**src/design/spmq_ram.sv**
```systemverilog
// Generic single-write, single-read synchronous RAM with registered read data.
module spmq_ram #(
  parameter int WIDTH = 32,
  parameter int DEPTH = 16,
  parameter int AW    = (DEPTH > 1) ? $clog2(DEPTH) : 1
) (
  input  logic             clk,
  input  logic             wr_en,
  input  logic [AW-1:0]    wr_addr,
  input  logic [WIDTH-1:0] wr_data,
  input  logic             rd_en,
  input  logic [AW-1:0]    rd_addr,
  output logic [WIDTH-1:0] rd_data
);

  logic [WIDTH-1:0] mem [DEPTH];
  logic [WIDTH-1:0] rd_data_r;

  always_ff @(posedge clk) begin
    if (wr_en) begin
      mem[wr_addr] <= wr_data;
    end
    if (rd_en) begin
      rd_data_r <= mem[rd_addr];
    end
  end

  assign rd_data = rd_data_r;

endmodule

```
**config.mk**
```make
export PLATFORM = sky130hd
export DESIGN_NAME = spmq_ram
export DESIGN_NICKNAME = d
export VERILOG_FILES = /design/src/design/spmq_ram.sv
export SDC_FILE = /design/constraint.sdc
export NUM_CORES = 1
export LEC_CHECK = 0
export ABC_AREA = 1
export BUFFER_PORTS_ARGS = -buffer_cell sky130_fd_sc_hd__buf_2
export CORE_MARGIN = 10
export CORE_UTILIZATION = 40
export DETAILED_ROUTE_END_ITERATION = 16
export PLACE_DENSITY = 0.6
export SETUP_SLACK_MARGIN = 0.1
export SYNTH_ARGS = -nofsm -noshare
export SYNTH_HDL_FRONTEND = slang
export SYNTH_SLANG_ARGS = --single-unit
```
**constraint.sdc**
```tcl
create_clock -name clk -period 2.65 [get_ports clk]
set_clock_uncertainty 0.15 [all_clocks]
set_input_delay 0.53 -clock clk [delete_from_list [all_inputs] [get_ports clk]]
set_output_delay 0.53 -clock clk [all_outputs]
set_load 0.005 [all_outputs]
```
After elaboration in Yosys (flattened, before gate mapping)
Memories as Yosys holds them, arrays and structs flattened. A register that Yosys moved wholly into a read port is not among the register bits. Index checks and enable logic that the tools add are counted.

Shift-type cells: 0. Add/sub/neg operators: 0. Divide/modulo/power cells: 0. Muxes and demuxes: 2. Reductions and logical operators: 0. Multiply operators: 0. Equality and inequality tests: 0. Bitwise logic cells: 0. Order comparisons: 0.

Operators by type and width (count): $mux W1 (2).

Bits in registers: 0. Bits in read-only memories: 0. Logic and storage cells: 3. Memories kept: 1. Bits of input ports: 43. Memory bits (writable): 512. Output and inout port bits: 32. Bits in latches: 0.

Memory list: mem (depth 16, bits a word 32, read ports 1, clocked after memory_dff 1, wr ports 1, line 16) `logic [WIDTH-1:0] mem [DEPTH];`.

Depth between registers and ports, before layout
Depth in word-level cells: 2. Gate-level depth with buffers: 10. Gate-level depth less buffers: 7.

Worst setup path before layout
No wires, ideal clock.

Kind: input port to flip-flop. Start point: in wr_addr[2]. End point: mem mem[10][0], enable pin. Library setup time: 421 ps. Setup slack: -23 ps. Path buffers: 0. Arrival time: 2102 ps. Data required time: 2079 ps. Stages: 2. Path through: nand3b_1 > nor2_1.

RTL lines: start: declaration (line 9) `input logic [AW-1:0] wr_addr,`; end: declaration (line 16).

Straight into the memory's write port.

Final worst setup path
Start point: reg rd_data_r[10] (netlist: rd_data[10]), read port of mem. End point: out rd_data[10].

RTL lines: start: declaration (line 17) `logic [WIDTH-1:0] rd_data_r;`; end: declaration (line 13) `output logic [WIDTH-1:0] rd_data`.

No word-level cell between the ends.

==> flow_summary.json <==
{
  "outcome": "completed",
  "synthXorXnorAreaFrac_pct": 0,
  "grt_max_degree": 115,
  "wl_per_cell_um": 18.5,
  "synth-seq-cells": 544,
  "worst_pin_slew_ps": 996,
  "drc": 0,
  "drt_iter0_drc": 1255,
  "p_per_area_mw_per_mm2": 710,
  "cts_max_level": 2,
  "grt_pass1_vias": 14633,
  "fin_ws_ps": 679,
  "wl_um": 55400,
  "syn_inst": 2120,
  "first_pass_iters": 5,
  "core_area_mm2": 0.0567,
  "synth.distinct_cells": 14,
  "worstSkewPairLatency_ps": 610,
  "dieArea_mm2": 0.0676,
  "nets": 2233,
  "setup_viol": 0,
  "ir_drop_mv": 0.488,
  "synth_area_mm2": 0.0231,
  "postLayoutCellArea_mm2": 0.0262,
  "netlist.area_leader.share_pct": 70.9,
  "leakage_nw": 11.0,
  "crit_buf_inv": 1,
  "post_cts_resized": 0,
  "clockRootBuffer": "clkbuf_16",
  "cp.required_ps": 1970,
  "fp.dieW_um": 260,
  "crit_chain": "buf_2",
  "antenna_found_initial": 2,
  "yosys-top-cells-area": "edfxtp_1 71%, nand2_1 11%, nand3_1 8.4%",
  "maxCapViolCount": 0,
  "crit_type": "register to output pin",
  "die_h_um": 260,
  "hpwl_um": 29800,
  "hold_viol": 0,
  "routed-via-count": 14668,
  "cp_slowest_cell": "edfxtp_1",
  "synth.area.mux_share_pct": 0,
  "crit_arrival_ps": 1290,
  "ioPinCount": 75,
  "dpl_cell_area_mm2": 0.0244,
  "period_share_pct": 74.4,
  "cts_made_buffers": 54,
  "synth_simple_gate_area_share_pct": 19.7,
  "multi_input_area_mm2": 0.00467,
  "critPathTopFamily": "flip-flops",
  "syn_nets": 2163,
  "antenna_left": 0,
  "yosysSeqAreaShare_pct": 70.9,
  "yosysTopAreaCell": "edfxtp_1",
  "p_total_mw": 18.6,
  "clk_path_buf_depth": 3,
  "path_max_fanout": 1,
  "synth_fa_ha_area_share_pct": 0,
  "vias_per_cell": 4.91,
  "fillers": 5104,
  "clk_pin_slew_ps": 60,
  "holdBufCountCts": 0,
  "synth_warnings": 0,
  "port-buffer-count": 74,
  "synth_compound_area_share_pct": 0,
  "fin_crit_ps": 1970,
  "max_stage_delay_ps": 500,
  "worst_setup_path_start_kind": "register",
  "rows": 87,
  "gp_congestion": 0.761,
  "grt_overflow": 0,
  "rsz0062_at_grt": "no",
  "regArea_mm2": 0.0163,
  "cts_tree": "done",
  "cp-end-kind": "output pin",
  "grt_use_total_pct": 16.4,
  "timing.fmax_mhz": 507,
  "slew_viol_final": 0,
  "clkSinkCount": 544,
  "drive_above_1_share_pct": 9.63,
  "dpl_worst_slack_ps": 443,
  "syn_avg_cell_area_um2": 10.9,
  "antenna_cells": 0,
  "grt_first_pass_wirelength_um": 86100,
  "area_delta_synth_final_pct": 13.6,
  "start_util_pct": 40.6,
  "maxSlewHeadroom_pct": 33.5,
  "worstHoldPathType": "input pin to register",
  "synth_top_family_by_area": "simple AND/OR/NAND/NOR gates",
  "postCtsSetupBuffers": 0
}
area by class of cell:
| type | count | area share [%] |
|---|---|---|
| inverters | 390 | 5.62 |
| repair buffers | 119 | 3.80 |
| clock inverters | 37 | 1.48 |
| clock buffers | 62 | 5.28 |
| multi-input cells | 1081 | 17.8 |
| flip-flops and latches | 544 | 62.4 |
| well taps | 756 | 3.61 |
per-stage QoR:
stage | hold slack, ps | setup TNS [ps] | cells | utilization, %
finish | 147 | 0 | 2989 | 46.2
global route | 144 | 0 | 2989 | 46.2
CTS | 111 | 0 | 2989 | 46.2
detailed placement | 569 | 0 | 2890 | 43.0
global placement | 560 | 0 | 2890 | 43.0
floorplan | 479 | -7150 | 2120 | -
cell usage after synthesis:
library cell  count
buf_1            14
buf_12            1
buf_2            41
buf_4             6
buf_6            29
clkbuf_1         14
edfxtp_1        544
inv_1           388
inv_2             1
inv_4             1
nand2_1         677
nand3_1         385
nand3b_1          2
nor2_1           17
kinds of logic after synthesis:
kind of cell / Yosys count
buf+inv: 495
flops: 544
simple gates: 1081
layer usage:
| metal | vias to the layer above | GRT usage [%] | part of all wire (%) |
|---|---|---|---|
| met1 | 7150 | 21.9 | 44 |
| met3 | 91 | 3.18 | 5.9 |
| met4 | 2 | 4.65 | 2.2 |
| li1 | 7019 | - | - |
| met2 | 406 | 26.7 | 47 |
| met5 | - | 0 | 0.020 |
cell usage in the layout, fill, tap and decap left out, drive strengths merged:
cell type / instances
nor2: 17
nand3b: 2
inv: 392
clkinv: 26
clkbuf: 63
nand2: 677
buf: 118
clkinvlp: 1
nand3: 385
edfxtp: 544
bufinv: 8
flip-flops by register name (all words and copies together), names as in the netlist:
| register | cells |
|---|---|
| mem | 512 |
| rd_data | 32 |
final timing paths:
check | slack (ps) | endpoint | cells past startpoint | startpoint
max | 680 | rd_data[10] | 1 | rd_data[10]
min | 150 | mem[3][4] | 1 | wr_data[4]
max reg2reg | 1330 | rd_data[27] | 6 | mem[1][27]
min reg2reg | 580 | rd_data[4] | 6 | mem[11][4]
report_power, final:
part / total (mW) / switching [mW] / internal, mW
registers: 9.75 / 0.0619 / 9.69
clock network: 7.74 / 3.24 / 4.50
logic: 1.11 / 0.784 / 0.324
total: 18.6 / 4.08 / 14.5
Power figures use the tool's default switching activity.
