**config.mk**
```make
export PLATFORM = sky130hd
export DESIGN_NAME = spmq_ptr_table
export DESIGN_NICKNAME = d
export VERILOG_FILES = /design/src/design/spmq_pkg.sv /design/src/design/spmq_ram.sv /design/src/design/spmq_ptr_table.sv
export SDC_FILE = /design/constraint.sdc
export NUM_CORES = 1
export LEC_CHECK = 0
export BUFFER_PORTS_ARGS = -buffer_cell sky130_fd_sc_hd__buf_2
export CAP_MARGIN = 20
export CORE_MARGIN = 8
export CORE_UTILIZATION = 30
export CTS_CLUSTER_DIAMETER = 30
export DETAILED_ROUTE_END_ITERATION = 8
export PLACE_DENSITY = 0.52
export SKIP_LAST_GASP = 1
export SYNTH_ARGS = -nofsm -noshare
export SYNTH_HDL_FRONTEND = slang
export SYNTH_SLANG_ARGS = --single-unit
```
**constraint.sdc**
```tcl
create_clock -name clk -period 2.2 [get_ports clk]
set_input_delay 0.33 -clock clk [delete_from_list [all_inputs] [get_ports clk]]
set_output_delay 0.33 -clock clk [all_outputs]
set_load 0.02 [all_outputs]
```
**src/design/spmq_pkg.sv**
```systemverilog
// Shared types, constants and widths of the strict-priority multi-queue.
package spmq_pkg;

  localparam int NUM_LEVELS  = 16;
  localparam int QUEUE_DEPTH = 128;

  localparam int VALUE_W  = 32;
  localparam int LEVEL_W  = 4;
  localparam int STATUS_W = 3;

  // internal level index, head pointer and fill count widths
  localparam int LVL_W   = (NUM_LEVELS > 1) ? $clog2(NUM_LEVELS) : 1;
  localparam int HEAD_W  = (QUEUE_DEPTH > 1) ? $clog2(QUEUE_DEPTH) : 1;
  localparam int CNT_W   = $clog2(QUEUE_DEPTH + 1);
  localparam int STORE_D = NUM_LEVELS * QUEUE_DEPTH;
  localparam int STORE_AW = (STORE_D > 1) ? $clog2(STORE_D) : 1;

  localparam int IN_TDATA_W  = ((VALUE_W + LEVEL_W + 7) / 8) * 8;
  localparam int OUT_TDATA_W = ((VALUE_W + LEVEL_W + 7) / 8) * 8;

  typedef enum logic [STATUS_W-1:0] {
    ST_INSERTED = 3'd0,
    ST_REMOVED  = 3'd1,
    ST_EMPTY    = 3'd2,
    ST_INVALID  = 3'd3,
    ST_FULL     = 3'd4
  } status_t;

  typedef enum logic {
    CMD_INSERT = 1'b0,
    CMD_REMOVE = 1'b1
  } cmd_t;

  typedef enum logic [1:0] {
    S_IDLE,
    S_PTR,
    S_DATA,
    S_RESP
  } state_t;

  typedef struct packed {
    logic [CNT_W-1:0]  count;
    logic [HEAD_W-1:0] head;
  } ptr_t;

  typedef struct packed {
    status_t                    status;
    logic [LEVEL_W-1:0]         level;
    logic signed [VALUE_W-1:0]  value;
  } res_t;

  // pointer table access from the control logic
  typedef struct packed {
    logic             rd_en;
    logic [LVL_W-1:0] rd_addr;
    logic             wr_en;
    logic [LVL_W-1:0] wr_addr;
    ptr_t             wr_data;
  } ptr_req_t;

endpackage

```
**src/design/spmq_ram.sv**
```systemverilog
// Generic single-write, single-read synchronous RAM with registered read data.
module spmq_ram #(
  parameter int WIDTH = 32,
  parameter int DEPTH = 16,
  parameter int AW    = (DEPTH > 1) ? $clog2(DEPTH) : 1
) (
  input  logic             clk,
  input  logic             wr_en,
  input  logic [AW-1:0]    wr_addr,
  input  logic [WIDTH-1:0] wr_data,
  input  logic             rd_en,
  input  logic [AW-1:0]    rd_addr,
  output logic [WIDTH-1:0] rd_data
);

  logic [WIDTH-1:0] mem [DEPTH];
  logic [WIDTH-1:0] rd_data_r;

  always_ff @(posedge clk) begin
    if (wr_en) begin
      mem[wr_addr] <= wr_data;
    end
    if (rd_en) begin
      rd_data_r <= mem[rd_addr];
    end
  end

  assign rd_data = rd_data_r;

endmodule

```
**src/design/spmq_ptr_table.sv**
```systemverilog
// Per-level head/count table: small RAM plus reset-cleared valid bits.
module spmq_ptr_table
  import spmq_pkg::*;
(
  input  logic     clk,
  input  logic     rst_n,
  input  ptr_req_t req,
  output ptr_t     rd_data
);

  localparam int PTR_W = $bits(ptr_t);

  logic [NUM_LEVELS-1:0] vld_r;
  logic [NUM_LEVELS-1:0] vld_nxt;
  logic                  rd_vld_r;
  logic [PTR_W-1:0]      ram_q;

  spmq_ram #(
    .WIDTH (PTR_W),
    .DEPTH (NUM_LEVELS),
    .AW    (LVL_W)
  ) u_ram (
    .clk     (clk),
    .wr_en   (req.wr_en),
    .wr_addr (req.wr_addr),
    .wr_data (req.wr_data),
    .rd_en   (req.rd_en),
    .rd_addr (req.rd_addr),
    .rd_data (ram_q)
  );

  always_comb begin
    vld_nxt = vld_r;
    if (req.wr_en) begin
      vld_nxt[req.wr_addr] = 1'b1;
    end
  end

  always_ff @(posedge clk) begin
    if (!rst_n) begin
      vld_r    <= '0;
      rd_vld_r <= 1'b0;
    end else begin
      vld_r <= vld_nxt;
      if (req.rd_en) begin
        rd_vld_r <= vld_r[req.rd_addr];
      end
    end
  end

  // never-written level reads as empty ring at head zero
  assign rd_data = rd_vld_r ? ptr_t'(ram_q) : '0;

endmodule

```
**Word-level counts from Yosys, hierarchy flattened**

Memories as Yosys holds them, arrays and structs flattened. A register that Yosys moved wholly into a read port is not among the register bits.
Cells that the tools add are included.

- Magnitude comparators: 3
- Muxes and demuxes: 7
- Bitwise gates (word level): 1
- Reductions and logical operators: 1

Operators by type and width:

| operator | count |
|---|---|
| OR 16 bit | 1 |
| 2-to-1 mux 15 bit | 1 |
| < comparator 4 x 5 -> 1 bit (second input constant) | 2 |
| binary-select mux 1 bit (select 4 bit) | 1 |
| demux 1 bit (select 4 bit) | 1 |
| >= comparator 4 x 1 -> 1 bit (second input constant) | 1 |
| 2-to-1 mux 1 bit | 4 |
| logical AND 1 bit | 1 |

- Output and inout port bits: 15
- Logic and storage cells: 15
- Register bits after elaboration: 17
- Memories kept: 1
- RAM bits: 240
- Input port bits: 27

Memory list:

| name | words | bits a word | rd ports | clocked after Yosys merged registers in | write ports | line | RTL |
|---|---|---|---|---|---|---|---|
| u_ram.mem | 16 | 15 | 1 | 1 | 1 | spmq_ram.sv:16 | `logic [WIDTH-1:0] mem [DEPTH];` |

**Longest topological paths before layout**

- Depth after elaboration: 5
- Depth in mapped cells: 6
- Gate-level depth less buffers: 4

**By module**

A second synthesis with hierarchy kept.

- Cells, all modules: 502
- Area total of the unflattened synthesis: 10468.8 sq um

Modules (own cells, without submodules):

| module | cells an instance | times used | area an instance (sq um) | seq. area each (sq um) |
|---|---|---|---|---|
| spmq_ram | 406 | 1 | 9596.7 | 7657.3 |
| spmq_ptr_table | 96 | 1 | 872.1 | 340.3 |

**Worst setup path before layout**

OpenSTA, ideal clock, no wires.

- Path kind: input-to-reg
- From: input req[17] (netlist name)
- To: memory u_ram.mem[0][0] (netlist name) (enable)
- Data required time: 1792 ps
- Library setup time: 408 ps
- Path slack: -168 ps
- Buffers on the path: 0
- Arrival time: 1959 ps
- Stages: 2
- Path through: or3b_2 > nor3_1

RTL lines:

| what | line | RTL |
|---|---|---|
| start: declaration | spmq_ptr_table.sv:7 | `input ptr_req_t req,` |
| end: declaration | spmq_ram.sv:16 |  |

No word-level cell before the write port.

==> summary.txt <==
Clock network
  – Post-CTS Setup Repair Bufs: 0
  – Post-CTS Resized: 0
  – Clk_lat worst skew: 0.52 ns
  – Maximum root-to-sink buffer count: 3
  – Clk Tree Root Cell: clkbuf_16
  – Hold_buf cts: 0
  – TritonCTS clock tree: done
  – Number of H-tree levels: 2
  – CTS sink cnt: 272
  – Clock transition at the registers of the reported paths: around 0.05 ns
  – Total CTS buffers: 47

Die
  – Std cell rows: around 70
  – Chip Width: 202.1 um
  – Core area: roughly 0.034 sq mm
  – DIE AREA: 0.04085 sq mm
  – Initial Utilization: 0.3023
  – Die height: 202.1 um
  – # IOs: 42

Final layout
  – Final Util: 0.3772
  – Final Cell Area: ~0.013 sq mm
  – Area of the multi-input gates: 0.002312 sq mm
  – Net count, final: 564
  – Non-Filler Instances: 1,029
  – Area Growth Syn to Fin: 24.77%
  – Diode count: 0
  – Fillcell total: 3,101
  – FF/Latch Area: 0.007998 sq mm
  – Fraction of layout cells with a size suffix above 1: 0.3780

Setup path
  – Worst path required time: 1.87 ns
  – WS Path Type: reg -> out
  – CP arrival: 1.67 ns
  – Crit path max fanout: 10
  – Crit start category: flop
  – Slowest cell on crit path: dfxtp_1
  – CP cell instances: buf_4 -> and2_1 -> buf_2
  – CP peak stage delay: 0.52 ns
  – Kind of end point of the critical path: output port

Power and ir drop
  – Internal power: around 10 mW
  – Switching pwr: 2.790 mW
  – PD cells: 1023 mW/mm^2
  – Peak supply drop: between 400 and 500 uV
  – Total power: 13.26 mW
  – Reg power frac: 0.440
  – Pleak: roughly 4.3 nW
  – Switching portion of total power: 0.2104
  – Comb pwr share: 0.041
  – Clock power frac: 0.519

Synth
  – Netlist cell types: 23
  – Yosys reg bits: 272
  – Sequential-to-total area share from yosys stat: 0.7696
  – Post-synth top area share: 0.7368
  – Area contributors post-synth: edfxtp_1 74%, mux4_2 11%, mux4_1 6.3%, dfxtp_1 3.3%, o21a_1 1.2%
  – Post-synth EDFFs: 255
  – Synth Instances: 439
  – Warnings from Yosys: 0
  – Net Count, Synth: roughly 470
  – Synth area leader: edfxtp_1
  – Count leader, synth: edfxtp_1
  – Ys async rst share: 0
  – Post-synthesis cell area: 0.01039 sq mm
  – Mapped Avg Cell Area: 23.67 sq um
  – Synth top cells by count: 255 x edfxtp_1, 52 x mux4_2, 25 x mux4_1
  – Top_reg_cell synth: edfxtp_1

Placement
  – HPWL Detailed: 13,540 um
  – Cell total after placement: 943
  – GPL Wtd Cong: a little under 0.7
  – Placed inst area: 0.01143 sq mm
  – DP Worst Slack: between 0.03 and 0.04 ns
  – Port-buffer cells: 41

Timing
  – Post-route setup slack: 0.1983 ns
  – Final setup viols: 0
  – Period utilization: 0.9099
  – Worst-Margin Slew: roughly 0.42 ns
  – Setup TNS: 0 ns
  – Final max-slew violation count: 0
  – Final Hold Vio Count: 0
  – RSZ-0062 raised after global routing: false
  – Worst slew margin: 0.7220
  – Worst hold slack: 0.1886 ns
  – Worst clock skew: 0.01223 ns
  – Final Critical Period: between 2 and 2.5 ns
  – Peak Freq: 499.6 MHz

Global routing
  – Initial antenna violation count: 0
  – Largest net degree at the start of global routing: 36
  – GR Util All Layers: 0.1177
  – Total gr overflow: 0
  – Vias in the first global route: 5,187
  – First-pass GRT wire length: 35,130 um

Drt
  – DR WL/cell: about 23 um
  – Final ANT Viol Nets: 0
  – Vias per inst: 4.684
  – Initial DRC count: 500
  – WL final: 24,080 um
  – Drc violations: 0
  – Pre-antenna DRT Iters: 4
  – Via Count: 4,820

Run
  – Max-cap check violation count: 0

Status
  – Status: finished clean

Hold path
  – Hold WC Path Type: in -> reg
-- power groups by stage --
stage / Clock [mW] / Combinational [mW] / Sequential, mW
global placement: 0 / 0.537 / 5.93
finish: 6.88 / 0.543 / 5.83
CTS: 7.00 / 0.558 / 5.84
detailed placement: 0 / 0.557 / 5.94
floorplan: 0 / 0.320 / 5.92
global route: 7.22 / 0.587 / 5.84
-- registers in the layout (all words and copies together), names as in the netlist --
register,count
rd_vld_r,1
u_ram.mem,240
u_ram.rd_data,15
vld_r,16
-- final cells by class --
| cell class | instances | share of cell area |
|---|---|---|
| clock buffer | 50 | 0.09158 |
| clock inverter | 36 | 0.02663 |
| inverter | 1 | 0.0002895 |
| multi-input combinational | 145 | 0.1783 |
| sequential | 272 | 0.6168 |
| tap | 455 | 0.04391 |
| timing repair buffer | 70 | 0.04246 |
-- cells in the final DEF (no fill, tap or decap), types with 5 or more instances in the layout --
cell type / n
clkinvlp_4: 7
mux4_2: 52
buf_12: 10
and2_1: 15
clkinv_2: 7
clkinv_1: 5
clkbuf_16: 47
edfxtp_1: 255
buf_2: 40
buf_4: 20
o21a_1: 16
mux4_1: 25
clkinv_4: 8
dfxtp_1: 17
nor2_2: 12
-- worst paths after layout --
| path | to | depth (start not counted) | startpoint | slack (ns) |
|---|---|---|---|---|
| worst max-delay path | rd_data[14] | 3 | rd_vld_r | 0.20 |
| worst min-delay path | u_ram.mem[3][5] | 1 | req[5] | 0.19 |
| worst max register to register | u_ram.rd_data[14] | 2 | u_ram.mem[4][14] | 0.55 |
| worst min register to register | vld_r[3] | 1 | vld_r[3] | 0.46 |
-- critical path: cells and delay by family (launching register included) --
| kind | cells | cell delay, ns |
|---|---|---|
| buffers and inverters | 2 | 0.46 |
| and+or+nand+nor | 1 | 0.17 |
| DFF | 1 | 0.52 |
-- logic make-up (layout without fill, tap and decap cells) --
group | Yosys count | in the layout | synth area share
multiplexers | 81 | 81 | 0.1797
flip-flops | 272 | 272 | 0.7696
AND/OR/NAND/NOR | 44 | 44 | 0.02251
buffers and inverters | 22 | 157 | 0.01336
AO/OA/AOI/OAI | 20 | 20 | 0.01481
-- routing by layer --
metal	up-vias	share of wire	track usage
met2	148	0.48	0.1919
met4	0	0.015	0.02927
met5	-	0	0
met3	34	0.069	0.02706
met1	2543	0.43	0.1577
li1	2095	-	-
No activity file was read; power rests on OpenSTA's default activity.
